File: src/rtl/wcs_pkg.sv
`timescale 1ns / 1ps
// ----------------------------------------------------------------------------
// wcs_pkg
// shared types and constants of the washer cycle sequencer
// ----------------------------------------------------------------------------
package wcs_pkg;

    localparam int CFG_IDX_W  = 3;
    localparam int CFG_DATA_W = 8;

    typedef enum logic [CFG_IDX_W-1:0] {
        CFG_TURN_SECONDS  = 3'd0,
        CFG_FILL_TIMEOUT  = 3'd1,
        CFG_PAUSE_SECONDS = 3'd2,
        CFG_WASH_CYCLES   = 3'd3,
        CFG_DRAIN_FIRST   = 3'd4,
        CFG_DRAIN_EXTRA   = 3'd5,
        CFG_SPIN_MINUTES  = 3'd6
    } t_cfg_idx;

    typedef enum logic [2:0] {
        ST_IDLE  = 3'd0,
        ST_FILL  = 3'd1,
        ST_WASH  = 3'd2,
        ST_DRAIN = 3'd3,
        ST_SPIN  = 3'd4
    } t_stage;

    typedef enum logic [1:0] {
        PH_LEFT    = 2'd0,
        PH_PAUSE_L = 2'd1,
        PH_RIGHT   = 2'd2,
        PH_PAUSE_R = 2'd3
    } t_phase;

    localparam int A_FILL  = 0;
    localparam int A_DRAIN = 1;
    localparam int A_LEFT  = 2;
    localparam int A_RIGHT = 3;
    localparam int A_SPIN  = 4;
    localparam int A_DONE  = 5;
    localparam int A_HEAT  = 6;
    localparam int ACT_W   = 7;

    localparam logic signed [7:0] HEAT_LIMIT  = 8'sd30;
    localparam logic [5:0]        SEC_PER_MIN = 6'd60;
    localparam logic [7:0]        COUNT_MAX   = 8'd255;

    typedef struct packed {
        logic [7:0] turn_seconds;
        logic [7:0] fill_timeout_minutes;
        logic [7:0] pause_seconds;
        logic [7:0] wash_cycles;
        logic [7:0] drain_cycles_first;
        logic [7:0] drain_cycles_extra;
        logic [7:0] final_spin_minutes;
    } t_cfg;

    typedef struct packed {
        logic              level_low;
        logic              level_high;
        logic              start_button;
        logic              alarm_clear;
        logic signed [7:0] water_temp;
    } t_item;

    typedef struct packed {
        logic       fill_valve;
        logic       drain_closed;
        logic       turn_left;
        logic       turn_right;
        logic       spin_motor;
        logic       done_lamp;
        logic       alarm_lamp;
        logic       heater_on;
        logic [2:0] stage;
    } t_result;

endpackage

File: src/rtl/wcs_in_if.sv
`timescale 1ns / 1ps
// ----------------------------------------------------------------------------
// wcs_in_if
// tick word channel: level switches, buttons and water temperature
// ----------------------------------------------------------------------------
interface wcs_in_if;
    logic              valid;
    logic              ready;
    logic              level_low;
    logic              level_high;
    logic              start_button;
    logic              alarm_clear;
    logic signed [7:0] water_temp;

    modport source (
        output valid, level_low, level_high, start_button, alarm_clear, water_temp,
        input  ready
    );
    modport sink (
        input  valid, level_low, level_high, start_button, alarm_clear, water_temp,
        output ready
    );
endinterface

File: src/rtl/wcs_out_if.sv
`timescale 1ns / 1ps
// ----------------------------------------------------------------------------
// wcs_out_if
// result word channel: actuator drives, lamps and stage
// ----------------------------------------------------------------------------
interface wcs_out_if;
    logic       valid;
    logic       ready;
    logic       fill_valve;
    logic       drain_closed;
    logic       turn_left;
    logic       turn_right;
    logic       spin_motor;
    logic       done_lamp;
    logic       alarm_lamp;
    logic       heater_on;
    logic [2:0] stage;

    modport source (
        output valid, fill_valve, drain_closed, turn_left, turn_right, spin_motor,
               done_lamp, alarm_lamp, heater_on, stage,
        input  ready
    );
    modport sink (
        input  valid, fill_valve, drain_closed, turn_left, turn_right, spin_motor,
               done_lamp, alarm_lamp, heater_on, stage,
        output ready
    );
endinterface

File: src/rtl/wcs_cfg_if.sv
`timescale 1ns / 1ps
// ----------------------------------------------------------------------------
// wcs_cfg_if
// configuration write channel: register index and write data
// ----------------------------------------------------------------------------
interface wcs_cfg_if;
    logic       valid;
    logic       ready;
    logic [2:0] index;
    logic [7:0] data;

    modport source (
        output valid, index, data,
        input  ready
    );
    modport sink (
        input  valid, index, data,
        output ready
    );
endinterface

File: src/rtl/washer_cycle_sequencer_unit.sv
`timescale 1ns / 1ps
// path: an accepted tick word waits in the input register, then steps into the result register
// throughput: one tick word per cycle while the result port is not stalled; the sequencer
//   step is combinational logic between the input register and the result register
// backpressure: a stalled result word holds one tick word in the input register
//   and then stalls the input; reset: synchronous active low; idle stage,
//   power-up check armed, all drives off, configuration at its default values
// ----------------------------------------------------------------------------
// washer_cycle_sequencer_unit
// wash program sequencer stepped by one-second tick words
// ----------------------------------------------------------------------------
module washer_cycle_sequencer_unit (
    input  logic     i_clk,
    input  logic     i_rst_n,
    wcs_in_if.sink   i_in,
    wcs_cfg_if.sink  i_cfg,
    wcs_out_if.source o_out
);
    import wcs_pkg::*;

    t_cfg    cfg;
    t_result result;
    logic    step;

    logic    r_in_valid;
    t_item   r_item;
    logic    r_out_valid;
    t_result r_out;

    assign step       = r_in_valid && (!r_out_valid || o_out.ready);
    assign i_in.ready = !r_in_valid || step;

    always_ff @(posedge i_clk) begin
        if (!i_rst_n) begin
            r_in_valid <= 1'b0;
        end else if (i_in.ready) begin
            r_in_valid <= i_in.valid;
        end
    end

    always_ff @(posedge i_clk) begin
        if (i_in.valid && i_in.ready) begin
            r_item.level_low    <= i_in.level_low;
            r_item.level_high   <= i_in.level_high;
            r_item.start_button <= i_in.start_button;
            r_item.alarm_clear  <= i_in.alarm_clear;
            r_item.water_temp   <= i_in.water_temp;
        end
    end

    wcs_cfg_regs u_cfg (
        .i_clk   (i_clk),
        .i_rst_n (i_rst_n),
        .i_cfg   (i_cfg),
        .o_cfg   (cfg)
    );

    wcs_core u_core (
        .i_clk    (i_clk),
        .i_rst_n  (i_rst_n),
        .i_step   (step),
        .i_item   (r_item),
        .i_cfg    (cfg),
        .o_result (result)
    );

    always_ff @(posedge i_clk) begin
        if (!i_rst_n) begin
            r_out_valid <= 1'b0;
        end else if (step) begin
            r_out_valid <= 1'b1;
        end else if (o_out.ready) begin
            r_out_valid <= 1'b0;
        end
    end

    always_ff @(posedge i_clk) begin
        if (step) begin
            r_out <= result;
        end
    end

    assign o_out.valid        = r_out_valid;
    assign o_out.fill_valve   = r_out.fill_valve;
    assign o_out.drain_closed = r_out.drain_closed;
    assign o_out.turn_left    = r_out.turn_left;
    assign o_out.turn_right   = r_out.turn_right;
    assign o_out.spin_motor   = r_out.spin_motor;
    assign o_out.done_lamp    = r_out.done_lamp;
    assign o_out.alarm_lamp   = r_out.alarm_lamp;
    assign o_out.heater_on    = r_out.heater_on;
    assign o_out.stage        = r_out.stage;

    a_spin_stage: assert property (@(posedge i_clk) disable iff (!i_rst_n)
        r_out_valid |-> (r_out.spin_motor == (r_out.stage == ST_SPIN)))
        else $error("spin drive disagrees with stage");

    a_fill_stage: assert property (@(posedge i_clk) disable iff (!i_rst_n)
        (r_out_valid && r_out.fill_valve) |->
            (r_out.stage == ST_FILL || r_out.stage == ST_WASH))
        else $error("fill valve open outside fill or wash");

    a_drain_empty: assert property (@(posedge i_clk) disable iff (!i_rst_n)
        (r_out_valid && o_out.ready && !r_in_valid) |=> !r_out_valid)
        else $error("result word repeated");

    a_hold_item: assert property (@(posedge i_clk) disable iff (!i_rst_n)
        (r_in_valid && !step) |=> (r_in_valid && $stable(r_item)))
        else $error("pending tick word lost");

endmodule

File: src/rtl/wcs_cfg_regs.sv
`timescale 1ns / 1ps
// ----------------------------------------------------------------------------
// wcs_cfg_regs
// timing and count registers written over the configuration channel
// ----------------------------------------------------------------------------
module wcs_cfg_regs (
    input  logic          i_clk,
    input  logic          i_rst_n,
    wcs_cfg_if.sink       i_cfg,
    output wcs_pkg::t_cfg o_cfg
);
    import wcs_pkg::*;

    t_cfg r_cfg;

    assign i_cfg.ready = 1'b1;
    assign o_cfg       = r_cfg;

    always_ff @(posedge i_clk) begin
        if (!i_rst_n) begin
            r_cfg.turn_seconds         <= 8'd1;
            r_cfg.fill_timeout_minutes <= 8'd1;
            r_cfg.pause_seconds        <= 8'd2;
            r_cfg.wash_cycles          <= 8'd10;
            r_cfg.drain_cycles_first   <= 8'd2;
            r_cfg.drain_cycles_extra   <= 8'd2;
            r_cfg.final_spin_minutes   <= 8'd5;
        end else if (i_cfg.valid) begin
            unique case (i_cfg.index)
                CFG_TURN_SECONDS:  r_cfg.turn_seconds         <= i_cfg.data;
                CFG_FILL_TIMEOUT:  r_cfg.fill_timeout_minutes <= i_cfg.data;
                CFG_PAUSE_SECONDS: r_cfg.pause_seconds        <= i_cfg.data;
                CFG_WASH_CYCLES:   r_cfg.wash_cycles          <= i_cfg.data;
                CFG_DRAIN_FIRST:   r_cfg.drain_cycles_first   <= i_cfg.data;
                CFG_DRAIN_EXTRA:   r_cfg.drain_cycles_extra   <= i_cfg.data;
                CFG_SPIN_MINUTES:  r_cfg.final_spin_minutes   <= i_cfg.data;
                default: ;
            endcase
        end
    end

endmodule

File: src/rtl/wcs_core.sv
`timescale 1ns / 1ps
// ----------------------------------------------------------------------------
// wcs_core
// sequencer state and the next-state logic for one tick word
// ----------------------------------------------------------------------------
module wcs_core (
    input  logic             i_clk,
    input  logic             i_rst_n,
    input  logic             i_step,
    input  wcs_pkg::t_item   i_item,
    input  wcs_pkg::t_cfg    i_cfg,
    output wcs_pkg::t_result o_result
);
    import wcs_pkg::*;

    t_stage           r_stage,   n_stage;
    t_phase           r_phase,   n_phase;
    logic [5:0]       r_sec,     n_sec;
    logic [7:0]       r_min,     n_min;
    logic [7:0]       r_cyc,     n_cyc;
    logic             r_tcp,     n_tcp;
    logic             r_alarm,   n_alarm;
    logic             r_pup,     n_pup;
    logic [ACT_W-1:0] r_act,     n_act;
    logic             go;
    logic             turns_on;
    logic [8:0]       drain_sum;
    logic [7:0]       drain_target;
    logic [5:0]       sec_inc;

    assign drain_sum    = {1'b0, i_cfg.drain_cycles_first} + {1'b0, i_cfg.drain_cycles_extra};
    assign drain_target = drain_sum[8] ? COUNT_MAX : drain_sum[7:0];

    always_comb begin
        n_stage  = r_stage;
        n_phase  = r_phase;
        n_sec    = r_sec;
        n_min    = r_min;
        n_cyc    = r_cyc;
        n_tcp    = r_tcp;
        n_alarm  = r_alarm;
        n_pup    = r_pup;
        n_act    = r_act;
        go       = 1'b1;
        turns_on = 1'b0;
        sec_inc  = '0;

        // alarm latch
        if (n_alarm) begin
            if (!i_item.alarm_clear) begin
                go = 1'b0;
            end else begin
                n_alarm = 1'b0;
                n_sec   = '0;
                n_min   = '0;
            end
        end

        // power-up level check
        if (go && n_pup) begin
            if (i_item.level_low || i_item.level_high) begin
                n_alarm = 1'b1;
            end else begin
                n_pup         = 1'b0;
                n_act[A_DONE] = 1'b1;
            end
            go = 1'b0;
        end

        if (go && n_stage == ST_IDLE) begin
            if (i_item.start_button) begin
                n_stage = ST_FILL;
            end else begin
                n_act[A_DONE] = 1'b1;
                go            = 1'b0;
            end
        end

        if (go) begin
            case (n_stage)
                ST_FILL: begin
                    n_act[A_DONE]  = 1'b0;
                    n_act[A_DRAIN] = 1'b1;
                    if (i_item.level_high) begin
                        n_act[A_FILL] = 1'b0;
                        n_stage       = ST_WASH;
                        n_phase       = PH_LEFT;
                        n_tcp         = 1'b1;
                    end else if (n_min >= i_cfg.fill_timeout_minutes) begin
                        n_act[A_FILL] = 1'b0;
                        n_alarm       = 1'b1;
                    end else if (n_sec != '0) begin
                        n_act[A_FILL] = 1'b1;
                    end
                end
                ST_WASH: begin
                    n_act[A_FILL] = !i_item.level_high;
                    turns_on      = 1'b1;
                end
                ST_DRAIN: begin
                    if (n_sec != '0) begin
                        n_act[A_DRAIN] = 1'b0;
                    end
                    turns_on = 1'b1;
                end
                ST_SPIN: begin
                    n_act[A_SPIN] = 1'b1;
                    if (n_min >= i_cfg.final_spin_minutes) begin
                        n_act[A_SPIN] = 1'b0;
                        n_tcp         = 1'b1;
                        n_stage       = ST_IDLE;
                    end
                end
                default: n_stage = ST_IDLE;
            endcase

            // drum turn and pause phases
            if (turns_on) begin
                case (n_phase)
                    PH_LEFT: begin
                        if ({2'b00, n_sec} >= i_cfg.turn_seconds) begin
                            n_phase = PH_PAUSE_L;
                            n_sec   = '0;
                            n_min   = '0;
                        end else begin
                            n_act[A_LEFT] = 1'b1;
                        end
                    end
                    PH_PAUSE_L: begin
                        if ({2'b00, n_sec} >= i_cfg.pause_seconds) begin
                            n_phase = PH_RIGHT;
                            n_sec   = '0;
                            n_min   = '0;
                        end else begin
                            n_act[A_LEFT] = 1'b0;
                        end
                    end
                    PH_RIGHT: begin
                        if ({2'b00, n_sec} >= i_cfg.turn_seconds) begin
                            n_phase = PH_PAUSE_R;
                            n_sec   = '0;
                            n_min   = '0;
                        end else begin
                            n_act[A_RIGHT] = 1'b1;
                        end
                    end
                    default: begin
                        if ({2'b00, n_sec} >= i_cfg.pause_seconds) begin
                            n_phase = PH_LEFT;
                            n_sec   = '0;
                            n_min   = '0;
                            if (n_cyc != COUNT_MAX) begin
                                n_cyc = n_cyc + 8'd1;
                            end
                        end else begin
                            n_act[A_RIGHT] = 1'b0;
                        end
                    end
                endcase
            end

            if (turns_on && n_stage == ST_WASH && n_cyc >= i_cfg.wash_cycles) begin
                n_cyc         = '0;
                n_act[A_FILL] = 1'b0;
                n_stage       = ST_DRAIN;
            end else if (turns_on && n_stage == ST_DRAIN) begin
                if (n_cyc < i_cfg.drain_cycles_first && !i_item.level_low) begin
                    n_cyc = i_cfg.drain_cycles_first;
                end else if (n_cyc == i_cfg.drain_cycles_first && i_item.level_low) begin
                    n_cyc   = '0;
                    n_alarm = 1'b1;
                end else if (n_cyc >= drain_target) begin
                    n_cyc          = '0;
                    n_sec          = '0;
                    n_min          = '0;
                    n_act[A_DONE]  = 1'b0;
                    n_act[A_RIGHT] = 1'b0;
                    n_act[A_SPIN]  = 1'b1;
                    n_stage        = ST_SPIN;
                end
            end

            // heater and time advance while running
            if (n_stage != ST_IDLE) begin
                n_act[A_HEAT] = (i_item.water_temp < HEAT_LIMIT);
                if (n_tcp) begin
                    n_sec = '0;
                    n_min = '0;
                    n_tcp = 1'b0;
                end else begin
                    sec_inc = n_sec + 6'd1;
                    if (sec_inc >= SEC_PER_MIN) begin
                        n_sec = '0;
                        if (n_min != COUNT_MAX) begin
                            n_min = n_min + 8'd1;
                        end
                    end else begin
                        n_sec = sec_inc;
                    end
                end
            end
        end
    end

    always_ff @(posedge i_clk) begin
        if (!i_rst_n) begin
            r_stage <= ST_IDLE;
            r_phase <= PH_LEFT;
            r_sec   <= '0;
            r_min   <= '0;
            r_cyc   <= '0;
            r_tcp   <= 1'b0;
            r_alarm <= 1'b0;
            r_pup   <= 1'b1;
            r_act   <= '0;
        end else if (i_step) begin
            r_stage <= n_stage;
            r_phase <= n_phase;
            r_sec   <= n_sec;
            r_min   <= n_min;
            r_cyc   <= n_cyc;
            r_tcp   <= n_tcp;
            r_alarm <= n_alarm;
            r_pup   <= n_pup;
            r_act   <= n_act;
        end
    end

    assign o_result.fill_valve   = n_act[A_FILL];
    assign o_result.drain_closed = n_act[A_DRAIN];
    assign o_result.turn_left    = n_act[A_LEFT];
    assign o_result.turn_right   = n_act[A_RIGHT];
    assign o_result.spin_motor   = n_act[A_SPIN];
    assign o_result.done_lamp    = n_act[A_DONE];
    assign o_result.alarm_lamp   = n_alarm;
    assign o_result.heater_on    = n_act[A_HEAT];
    assign o_result.stage        = n_stage;

    a_sec_range: assert property (@(posedge i_clk) disable iff (!i_rst_n)
        r_sec < SEC_PER_MIN)
        else $error("second count out of range");

    a_alarm_freeze: assert property (@(posedge i_clk) disable iff (!i_rst_n)
        (i_step && r_alarm && !i_item.alarm_clear) |=>
            $stable(r_stage) && $stable(r_act) && r_alarm)
        else $error("state moved while alarm latched");

    a_pup_idle: assert property (@(posedge i_clk) disable iff (!i_rst_n)
        r_pup |-> (r_stage == ST_IDLE))
        else $error("program running before power-up check");

endmodule
File: src/flat_wrapper.sv
// flat-port wrapper written by rule: the top's interface ports become plain ports
module washer_cycle_sequencer_unit_flat import wcs_pkg::*;
  (i_clk, i_rst_n, i_in_valid, i_in_level_low, i_in_level_high, i_in_start_button, i_in_alarm_clear, i_in_water_temp, i_in_ready, i_cfg_valid, i_cfg_index, i_cfg_data, i_cfg_ready, o_out_valid, o_out_fill_valve, o_out_drain_closed, o_out_turn_left, o_out_turn_right, o_out_spin_motor, o_out_done_lamp, o_out_alarm_lamp, o_out_heater_on, o_out_stage, o_out_ready);
  wcs_in_if i_in_i ();
  wcs_cfg_if i_cfg_i ();
  wcs_out_if o_out_i ();
  input  logic i_clk;
  input  logic i_rst_n;
  input wire logic [$bits(i_in_i.valid)-1:0] i_in_valid;
  input wire logic [$bits(i_in_i.level_low)-1:0] i_in_level_low;
  input wire logic [$bits(i_in_i.level_high)-1:0] i_in_level_high;
  input wire logic [$bits(i_in_i.start_button)-1:0] i_in_start_button;
  input wire logic [$bits(i_in_i.alarm_clear)-1:0] i_in_alarm_clear;
  input wire logic [$bits(i_in_i.water_temp)-1:0] i_in_water_temp;
  output wire logic [$bits(i_in_i.ready)-1:0] i_in_ready;
  input wire logic [$bits(i_cfg_i.valid)-1:0] i_cfg_valid;
  input wire logic [$bits(i_cfg_i.index)-1:0] i_cfg_index;
  input wire logic [$bits(i_cfg_i.data)-1:0] i_cfg_data;
  output wire logic [$bits(i_cfg_i.ready)-1:0] i_cfg_ready;
  output wire logic [$bits(o_out_i.valid)-1:0] o_out_valid;
  output wire logic [$bits(o_out_i.fill_valve)-1:0] o_out_fill_valve;
  output wire logic [$bits(o_out_i.drain_closed)-1:0] o_out_drain_closed;
  output wire logic [$bits(o_out_i.turn_left)-1:0] o_out_turn_left;
  output wire logic [$bits(o_out_i.turn_right)-1:0] o_out_turn_right;
  output wire logic [$bits(o_out_i.spin_motor)-1:0] o_out_spin_motor;
  output wire logic [$bits(o_out_i.done_lamp)-1:0] o_out_done_lamp;
  output wire logic [$bits(o_out_i.alarm_lamp)-1:0] o_out_alarm_lamp;
  output wire logic [$bits(o_out_i.heater_on)-1:0] o_out_heater_on;
  output wire logic [$bits(o_out_i.stage)-1:0] o_out_stage;
  input wire logic [$bits(o_out_i.ready)-1:0] o_out_ready;
  assign i_in_i.valid = i_in_valid;
  assign i_in_i.level_low = i_in_level_low;
  assign i_in_i.level_high = i_in_level_high;
  assign i_in_i.start_button = i_in_start_button;
  assign i_in_i.alarm_clear = i_in_alarm_clear;
  assign i_in_i.water_temp = i_in_water_temp;
  assign i_in_ready = i_in_i.ready;
  assign i_cfg_i.valid = i_cfg_valid;
  assign i_cfg_i.index = i_cfg_index;
  assign i_cfg_i.data = i_cfg_data;
  assign i_cfg_ready = i_cfg_i.ready;
  assign o_out_valid = o_out_i.valid;
  assign o_out_fill_valve = o_out_i.fill_valve;
  assign o_out_drain_closed = o_out_i.drain_closed;
  assign o_out_turn_left = o_out_i.turn_left;
  assign o_out_turn_right = o_out_i.turn_right;
  assign o_out_spin_motor = o_out_i.spin_motor;
  assign o_out_done_lamp = o_out_i.done_lamp;
  assign o_out_alarm_lamp = o_out_i.alarm_lamp;
  assign o_out_heater_on = o_out_i.heater_on;
  assign o_out_stage = o_out_i.stage;
  assign o_out_i.ready = o_out_ready;
  washer_cycle_sequencer_unit u_core (.i_clk(i_clk), .i_rst_n(i_rst_n), .i_in(i_in_i), .i_cfg(i_cfg_i), .o_out(o_out_i));
endmodule
File: config.mk
export PLATFORM = sky130hd
export DESIGN_NAME = washer_cycle_sequencer_unit_flat
export DESIGN_NICKNAME = d
export VERILOG_FILES = /design/src/rtl/wcs_pkg.sv /design/src/rtl/wcs_in_if.sv /design/src/rtl/wcs_out_if.sv /design/src/rtl/wcs_cfg_if.sv /design/src/rtl/washer_cycle_sequencer_unit.sv /design/src/rtl/wcs_cfg_regs.sv /design/src/rtl/wcs_core.sv /design/src/flat_wrapper.sv
export SDC_FILE = /design/constraint.sdc
export NUM_CORES = 1
export LEC_CHECK = 0
export ABC_AREA = 0
export BUFFER_PORTS_ARGS = -buffer_cell sky130_fd_sc_hd__clkbuf_2
export CAP_MARGIN = 0
export CORE_AREA = 2 2 130 132
export DETAILED_ROUTE_END_ITERATION = 7
export DIE_AREA = 0 0 132 134
export PLACE_DENSITY = 0.68
export SLEW_MARGIN = 25
export SYNTH_ARGS = -nofsm -noshare
export SYNTH_HDL_FRONTEND = slang
export SYNTH_SLANG_ARGS = --single-unit
export TNS_END_PERCENT = 50
File: constraint.sdc
create_clock -name i_clk -period 13.6 [get_ports i_clk]
set_clock_uncertainty 0.15 [all_clocks]
set_input_delay 2.72 -clock i_clk [delete_from_list [all_inputs] [get_ports i_clk]]
set_output_delay 2.72 -clock i_clk [all_outputs]
set_load 0.02 [all_outputs]
==> out/results.ini, run 1 <==
[outcome]
status = finished, final reports clean

[sta]
slew_viol_final = 0
setup_viol = 0
tns_ns = 0
hold_ws_ns = 0.2927
min_period_ns = 7.251
tightest_slew_ns = 0.8777
slew_headroom_pct = 41.04
min_period_over_period_pct = 53.32
hold_viol_final = 0
fmax_mhz = 137.9
rsz0062_at_grt = no

[clock_tree]
clockBufferDepth = 2
clk_latency_ns = 0.43
cts-buffers-inserted = 17
cts_hold_buf = 0
root_buffer = clkbuf_16
cts.htree.levels = 4
cts_tree = done
post_cts_resized = 0
post_cts_buffers = 0
cts.sinks = 117
path_clk_slew_ns = 0.05

[pwr]
p_leak_nw = 3.264
vdd_ir_drop_max_v = 0.00009729
power_density_nw_per_um2 = 110.2

[yosys]
synth_cell_type_count = 83
synth-main-ff-cell = dfxtp_1
yosysTopAreaCell = dfxtp_1
synth_area_leaders = dfxtp_1 (26%), ha_1 (11%), nand2_1 (9.3%)
ys_seq_area_share_pct = 34.95
avgSynthCellArea_sq_um = 8.229
ys_ff_latch = 117
synth.top_cells.by_count = nand2_1 (182), dfxtp_1 (95), ha_1 (63), a21boi_0 (57), inv_1 (52)
synthArstFlopShare_pct = 0
synth.most_common_cell = nand2_1
synth_cells = 891
synth_top_area_share_pct = 25.94
syn_nets = 983
synth_edf_count = 22
ys_warn_count = 0
netlist_area_sq_um = 7332

[critical_path]
cp_max_fo = 19
start_kind = flip-flop
critPathBufInv = 0
cp_slowest_cell = a221o_1
critPathRequiredTime_ns = 13.79
cp-startpoint = u_core.u_core.r_alarm$_SDFFE_PN0P_
crit_family = simple AND/OR/NAND/NOR gates
path_cells = nand2_1, and2_1, ha_1, nor4bb_1, and2_1, a221o_1, and3b_1, xor2_1, ha_1, a211oi_1, o21ai_0, o211ai_1, or2_2, nand2_1, nor2_1, ha_1, xor2_1, nand4_1, nor2_2, o221ai_2, o311a_1, nor4b_2
arrival_ns = 7.44
crit_path_frequent_cell = ha_1
crit_type = flip-flop to flip-flop
critPathMaxStageDelay_ns = 0.51
worstReg2RegStart = u_core.u_core.r_alarm$_SDFFE_PN0P_
cp-end-kind = flip-flop

[grt]
gr-total-overflow = 0
grt_max_degree = 90
grt_use_total_pct = 21.63
antenna_found_initial = 0
grt_pass1_vias = 5806
grt_pass1_wl_mm = 30.42

[detailed_routing]
route.met3.wl_microns = 902
drtAntennaViolNets = 0
vias = 6365
firstDrtPassIters = 4
via_per_inst = 5.516
route.met2.wl_mm = 8.415
drt_iter0_drc = 521
wl_per_cell_microns = 16.09
top_layer = met4
post-route-drc-count = 0
wl_mm = 18.57
wl_met1_mm = 8.896

[placed_design]
gp_congestion = 0.8765
dp_hpwl_mm = 13.46
io_buffers = 39

[floorplanning]
dieHeight_microns = 134
dieWidth_microns = 132
core_sq_um = 16290
start_util_pct = 45.01
pin_count = 42
rows = 47
die_area_sq_um = 17690

[min_path]
min_from = u_core.u_core.r_min[4]$_SDFFE_PN0P_
hold_class = flip-flop to flip-flop

[layout]
final_nets = 1013
drive_above_1_share_pct = 10.60
synthToLayoutAreaGrowth_pct = 13.65
antenna_cells = 0

[job]
drv_cap = 0

-- worst min-delay path, delay by kind of cell (launching register included) --
| family | cells | cell delay [ns] |
|---|---|---|
| AOI/OAI and AO/OA | 1 | 0.05 |
| DFF | 1 | 0.30 |
| and+or+nand+nor | 1 | 0.05 |
-- layout by cell type (no fill, tap or decap), types with 10 or more instances in the layout --
| cell type | count |
|---|---|
| nand2b_1 | 10 |
| nand4_1 | 15 |
| edfxtp_1 | 22 |
| o21ai_0 | 39 |
| nor2b_1 | 17 |
| nor2_1 | 51 |
| a21boi_0 | 57 |
| xnor2_1 | 12 |
| clkbuf_16 | 19 |
| nor3_1 | 12 |
| ha_1 | 63 |
| dfxtp_1 | 95 |
| clkbuf_2 | 39 |
| and2_1 | 16 |
| nand3_1 | 28 |
| inv_1 | 52 |
| and3_1 | 12 |
| a21oi_1 | 37 |
| nand2_1 | 182 |
-- area by class of cell --
type / instances / area, sq um
clock buffer: 25 / 538.0
tap: 220 / 275.3
inverter: 53 / 198.9
sequential: 117 / 2562
fill: 1548 / 7956
multi-input combinational: 691 / 4436
timing repair buffer: 41 / 210.2
clock inverter: 7 / 112.6
-- metrics by stage --
stage / power, W / worst slack [ns] / area (sq um) / utilization, % / instances
floorplan: 0.0004155 / 7.657 / 7332 / - / 891
global placement: 0.0004361 / 6.524 / 7677 / 47.13 / 1122
detailed placement: 0.0004371 / 6.480 / 7677 / 47.13 / 1122
CTS: 0.0009234 / 6.444 / 8328 / 51.13 / 1154
global route: 0.0009480 / 5.922 / 8333 / 51.16 / 1154
finish: 0.0009186 / 6.349 / 8333 / 51.16 / 1154
-- layer usage --
metal  track usage [%]  vias up
li1                  -     3224
met1             29.78     2953
met2             33.83      160
met3             4.384       28
met4             7.609        0
met5                 0        -
-- flip-flops by register name, indices dropped and copies added, names as in the netlist, 2 cells and up --
name / flops
u_core.u_cfg.o_cfg: 56
u_core.r_item: 11
u_core.u_core.r_cyc: 8
u_core.u_core.r_min: 8
u_core.u_core.r_act: 7
u_core.u_core.r_sec: 6
u_core.o_out.stage: 3
u_core.u_core.r_stage: 3
u_core.u_core.r_phase: 2
-- kinds of logic (layout without fill, tap and decap cells) --
| family | after synthesis | count (layout) | share of synthesized area, % |
|---|---|---|---|
| other cells | 1 | 1 | 0.05115 |
| buf+inv | 83 | 126 | 4.625 |
| mux | 6 | 6 | 0.9555 |
| xor+xnor | 16 | 16 | 1.911 |
| fa+ha+maj | 64 | 64 | 11.02 |
| compound gates | 228 | 228 | 22.20 |
| flops | 117 | 117 | 34.95 |
| simple gates | 376 | 376 | 24.28 |
-- worst paths after layout --
check / cells past startpoint / endpoint / slack (ns)
worst max-delay path: 22 / u_core.u_core.r_min[0]$_SDFFE_PN0P_ / 6.35
worst min-delay path: 2 / u_core.u_core.r_min[4]$_SDFFE_PN0P_ / 0.29
worst max register to register: 22 / u_core.u_core.r_min[0]$_SDFFE_PN0P_ / 6.35
worst min register to register: 2 / u_core.u_core.r_min[4]$_SDFFE_PN0P_ / 0.29
-- where the power goes --
group / switching (W) / internal (W) / leakage, nW
registers: 0.00000600 / 0.000362 / 0.982
clock network: 0.000160 / 0.000328 / 0.320
logic: 0.0000403 / 0.0000218 / 1.96
total: 0.000206 / 0.000713 / 3.26
Power figures use the tool's default switching activity.
==> inputs of run 2 (changes only) <==
==> constraint.sdc (replaced) <==
create_clock -name i_clk -period 7.11 [get_ports i_clk]
set_clock_uncertainty 0.15 [all_clocks]
set_input_delay 1.422 -clock i_clk [delete_from_list [all_inputs] [get_ports i_clk]]
set_output_delay 1.422 -clock i_clk [all_outputs]
set_load 0.02 [all_outputs]
==> run 2 against run 1 <==
Via count shrank 0.17%. Largest power group unchanged. Wire length shrank 1.6%. Critical path depth grew 1. Register-to-register slack lost 5.5 ns. Final area shrank 0.18%. Worst hold slack lost 0.0024 ns. Global-route usage shrank 0.12 points. Count of clock-buffer cells in the layout shrank 8. Final cell count grew 0.26%. Die area is the same. Critical endpoint is now u_core.u_core.r_min[6]$_SDFFE_PN0P_. Flip-flop and latch count is the same.
==> out/results.ini, run 2 (synthesis results as in run 1) <==
[sta]
setup_viol = 0
min_period_ns = 6.286
slew_viol_final = 0
min_period_over_period_pct = 88.41
slew_headroom_pct = 44.56
rsz0062_at_grt = no
tightest_slew_ns = 0.8317
worst_slack_ns = 0.8238
tns_ns = 0
fmax_mhz = 159.1
hold_viol_final = 0

[layout]
synthToLayoutAreaGrowth_pct = 13.45
final_nets = 1016
final_cell_mix = nand2_1 (182), dfxtp_1 (95), ha_1 (63), a21boi_0 (57), inv_1 (52)
drive_above_1_share_pct = 10.89
largest_reg_flops = 56
antenna_cells = 0
layout_commonest_cell = nand2_1

[placed_design]
gp_congestion = 0.9115
place_ws_ns = 0.9060
dp_hpwl_mm = 13.32
io_buffers = 39

[critical_path]
crit_type = flip-flop to flip-flop
critPathRequiredTime_ns = 7.31
cp_num_cells = 23
critPathBufInv = 1
worstSetupEndpoint = u_core.u_core.r_min[6]$_SDFFE_PN0P_
r2r-end = u_core.u_core.r_min[6]$_SDFFE_PN0P_
cp_max_fo = 13
path_cells = nand2_1, and2_1, ha_1, nor4bb_1, and2_1, a221o_1, nand4_1, xnor2_1, ha_1, a211oi_1, o21ai_0, o211ai_1, or2_2, and3_1, ha_1, xor2_1, nand4_1, nor2_2, buf_4, a41oi_1, a211oi_1, nand4_1, a21oi_1
r2r_slack_ns = 0.82
cp_slowest_cell = xnor2_1
start_kind = flip-flop
cp-startpoint = u_core.u_core.r_alarm$_SDFFE_PN0P_
crit_family = simple AND/OR/NAND/NOR gates
critPathMaxStageDelay_ns = 0.51
arrival_ns = 6.48
worstReg2RegStart = u_core.u_core.r_alarm$_SDFFE_PN0P_
cp-end-kind = flip-flop
worstRegToRegCells = 23

[grt]
gr-total-overflow = 0
grt_use_total_pct = 21.51
grt_pass1_vias = 5911
grt_pass1_wl_mm = 30.48
antenna_found_initial = 0
grt_max_degree = 90

[detailed_routing]
wl_met1_mm = 8.990
top_layer = met4
firstDrtPassIters = 4
post-route-drc-count = 0
wl_mm = 18.28
route.met2.wl_mm = 8.127
drt_iter0_drc = 349
vias = 6354
route.met3.wl_microns = 803
via_per_inst = 5.492
wl_per_cell_microns = 15.80
drtAntennaViolNets = 0

[floorplanning]
pin_count = 42
die_area_sq_um = 17690
core_sq_um = 16290
start_util_pct = 45.01
dieWidth_microns = 132
dieHeight_microns = 134
rows = 47

[clock_tree]
cts_hold_buf = 0
post_cts_buffers = 0
post_cts_resized = 0
cts_tree = done
cts.sinks = 117
clk_latency_ns = 0.42
cts.htree.levels = 4
root_buffer = clkbuf_16
path_clk_slew_ns = 0.05
cts-buffers-inserted = 17
clockBufferDepth = 2

[pwr]
power_density_nw_per_um2 = 206.4
p_leak_nw = 3.252
vdd_ir_drop_max_v = 0.0001751
total_power_w = 0.001717

[job]
drv_cap = 0

[min_path]
hold_class = flip-flop to flip-flop
min_from = u_core.u_core.r_min[4]$_SDFFE_PN0P_

[outcome]
status = finished, final reports clean

[run 2: worst min-delay path by stage]
stage / cells past startpoint / to / slack (ns)
2_1_floorplan: 2 / u_core.u_core.r_min[4]$_SDFFE_PN0P_ / 0.27
3_3_place_gp: 2 / u_core.u_core.r_min[4]$_SDFFE_PN0P_ / 0.28
3_5_place_dp: 2 / u_core.u_core.r_min[4]$_SDFFE_PN0P_ / 0.29
4_1_cts: 2 / u_core.u_core.r_min[4]$_SDFFE_PN0P_ / 0.29
5_1_grt: 2 / u_core.u_core.r_min[4]$_SDFFE_PN0P_ / 0.32
6_report: 2 / u_core.u_core.r_min[4]$_SDFFE_PN0P_ / 0.29
[run 2: tightest hold or removal path, cell delays in order, from the launching register on]
cell and delay, ns:
dfxtp_1 0.30, nand2_1 0.05, o21ai_1 0.05
[run 2: layer usage]
layer  vias to the layer above  GRT usage, %
li1                       3239             -
met1                      2932         30.23
met2                       160         33.25
met3                        23         4.460
met4                         0         6.643
met5                         -             0
[run 2: per-stage QoR]
stage          util, %  instances  area (sq um)  hold slack (ns)
4_1_cts          51.03       1157          8313           0.2932
6_report         51.06       1157          8318           0.2902
2_1_floorplan        -        891          7332           0.2716
5_1_grt          51.06       1157          8318           0.3195
3_3_place_gp     47.27       1125          7700           0.2835
3_5_place_dp     47.27       1125          7700           0.2856
[run 2: power by group]
group	switching, W	internal, W
clock network	0.000313	0.000580
logic	0.0000777	0.0000420
registers	0.0000107	0.000693
[run 2: layout make-up]
| class | count | area (sq um) |
|---|---|---|
| Clock buffer | 17 | 425.4 |
| Timing Repair Buffer | 44 | 232.7 |
| Tap cell | 220 | 275.3 |
| Clock inverter | 15 | 187.7 |
| Fill cell | 1578 | 7971 |
| Inverter | 53 | 198.9 |
| Sequential cell | 117 | 2562 |
| Multi-Input combinational cell | 691 | 4436 |
==> inputs of run 3 (changes only) <==
==> constraint.sdc (replaced) <==
create_clock -name i_clk -period 6.68 [get_ports i_clk]
set_clock_uncertainty 0.15 [all_clocks]
set_input_delay 1.336 -clock i_clk [delete_from_list [all_inputs] [get_ports i_clk]]
set_output_delay 1.336 -clock i_clk [all_outputs]
set_load 0.02 [all_outputs]
==> run 3 against run 2 <==
Register-to-register slack got worse by 0.28 ns. Combinational power up 8%. Largest cell class unchanged. Flip-flop and latch count unchanged. Via count is 0.49% higher. Non-clock buffer count is 4 higher. Wire length increased by 1.4%. Critical path type unchanged. Clock power is 9.5% higher.
==> out/results.ini, run 3 (synthesis results as in run 1) <==
[pwr]
total_power_w = 0.001857
vdd_ir_drop_max_v = 0.0002145
p_clk_share_pct = 52.7
p_seq_share_pct = 40.3
p_switching_w = 0.0004091
power_density_nw_per_um2 = 222.1
p_sw_share_pct = 22.03
power_frac_comb_pct = 7.0
p_leak_nw = 3.290
intPower_w = 0.001448

[clock_tree]
cts-buffers-inserted = 17
cts.htree.levels = 4
post_cts_buffers = 0
cts_tree = done
clk_latency_ns = 0.42
clockBufferDepth = 2
cts.sinks = 117
post_cts_resized = 0
cts_hold_buf = 0
path_clk_slew_ns = 0.05
root_buffer = clkbuf_16

[critical_path]
cp-end-kind = flip-flop
r2r-end = u_core.u_core.r_min[0]$_SDFFE_PN0P_
worstRegToRegCells = 23
arrival_ns = 6.32
crit_type = flip-flop to flip-flop
worstReg2RegStart = u_core.r_item[8]$_DFFE_PP_
start_kind = flip-flop
r2r_slack_ns = 0.54
cp_max_fo = 11
critPathRequiredTime_ns = 6.87

[outcome]
status = finished, final reports clean

[layout]
antenna_cells = 0
final_cell_mix = nand2_1 (182), dfxtp_1 (95), ha_1 (63), a21boi_0 (57), inv_1 (52)
final_nets = 1020
largest_reg_flops = 56
drive_above_1_share_pct = 11.05
synthToLayoutAreaGrowth_pct = 14.03
layout_commonest_cell = nand2_1

[min_path]
whs_endpoint = u_core.u_core.r_min[4]$_SDFFE_PN0P_
holdPathStages = 2
min_from = u_core.u_core.r_min[4]$_SDFFE_PN0P_
hold_class = flip-flop to flip-flop

[grt]
grt_pass1_vias = 6011
gr-total-overflow = 0
grtUsageMet3_pct = 3.666
grt_max_degree = 80
met2_usage_pct = 33.83
grt_use_met1_pct = 30.09
grt_use_total_pct = 21.82
antenna_found_initial = 0
gr-max-usage-layer = met2
grt_pass1_wl_mm = 30.83

[detailed_routing]
vias = 6385
wl_mm = 18.53
drtAntennaViolNets = 0
post-route-drc-count = 0
firstDrtPassIters = 5
via_per_inst = 5.500
drt_iter0_drc = 445
wl_per_cell_microns = 15.96

[floorplanning]
dieHeight_microns = 134
start_util_pct = 45.01
dieWidth_microns = 132
core_sq_um = 16290
pin_count = 42
rows = 47
die_area_sq_um = 17690

[placed_design]
dp_hpwl_mm = 13.67
gp_congestion = 0.9293
io_buffers = 39

[job]
drv_cap = 0

[sta]
setup_viol = 0
tightest_slew_ns = 1.015
tns_ns = 0
slew_headroom_pct = 31.79
hold_viol_final = 0
slew_viol_final = 0
fmax_mhz = 162.9
rsz0062_at_grt = no
min_period_over_period_pct = 91.90
min_period_ns = 6.139

## run 3: worst max-delay path, cell delays in order (launching register included)
cell and delay, ns:
edfxtp_1 0.38, nand2_1 0.30, buf_4 0.23, nand2_1 0.19, ha_1 0.35, nor2b_1 0.10
o21ai_0 0.09, a221o_2 0.48, and3b_1 0.27, xor2_1 0.35, ha_1 0.31, a211oi_1 0.22
o21ai_0 0.22, o211ai_1 0.28, or2_2 0.26, nand2_1 0.12, nor2_1 0.12, ha_1 0.26
xor2_1 0.21, nand4_1 0.15, nor2_2 0.20, o221ai_2 0.20, o311a_1 0.35, nor4b_2 0.25
## run 3: power by group through the flow
stage / registers (W) / logic [W] / clock network [W]
2_1_floorplan: 0.000763 / 0.0000829 / 0
3_3_place_gp: 0.000762 / 0.000127 / 0
3_5_place_dp: 0.000763 / 0.000129 / 0
4_1_cts: 0.000748 / 0.000130 / 0.000990
5_1_grt: 0.000750 / 0.000146 / 0.00102
6_report: 0.000749 / 0.000130 / 0.000979
## run 3: final cells by class
cell class,count,area [sq um]
clock buffers,20,446.7
clock inverters,12,182.7
fillers,1577,7929
inverters,53,198.9
multi-input cells,691,4432
flip-flops and latches,117,2562
well taps,220,275.3
repair buffers,48,262.8
## run 3: worst max-delay path by stage
stage                                          start                                  end  cells after the start
after CTS                 u_core.r_item[8]$_DFFE_PP_  u_core.u_core.r_min[0]$_SDFFE_PN0P_                     22
after global routing      u_core.r_item[8]$_DFFE_PP_  u_core.u_core.r_min[0]$_SDFFE_PN0P_                     23
after floorplan           u_core.r_item[8]$_DFFE_PP_  u_core.u_core.r_min[0]$_SDFFE_PN0P_                     25
after detailed placement  u_core.r_item[8]$_DFFE_PP_  u_core.u_core.r_min[0]$_SDFFE_PN0P_                     22
after global placement    u_core.r_item[8]$_DFFE_PP_  u_core.u_core.r_min[0]$_SDFFE_PN0P_                     22
final                     u_core.r_item[8]$_DFFE_PP_  u_core.u_core.r_min[0]$_SDFFE_PN0P_                     23
## run 3: through the flow
stage | setup WS (ns) | hold WS [ns] | std cells | instance area, sq um | utilization, %
global placement | 0.5999 | 0.2822 | 1129 | 7730 | 47.45
finish | 0.5412 | 0.2932 | 1161 | 8361 | 51.32
floorplan | 0.8766 | 0.2716 | 891 | 7332 | -
CTS | 0.4388 | 0.2952 | 1161 | 8359 | 51.32
global route | 0.02432 | 0.3125 | 1161 | 8361 | 51.32
detailed placement | 0.5173 | 0.2879 | 1129 | 7730 | 47.45
## run 3: routing by layer
layer  up-vias  wire length [microns]
li1       3252                      -
met1      2922                   8913
met2       177                   8157
met3        34                    917
met4         0                    537
met5         -                      0
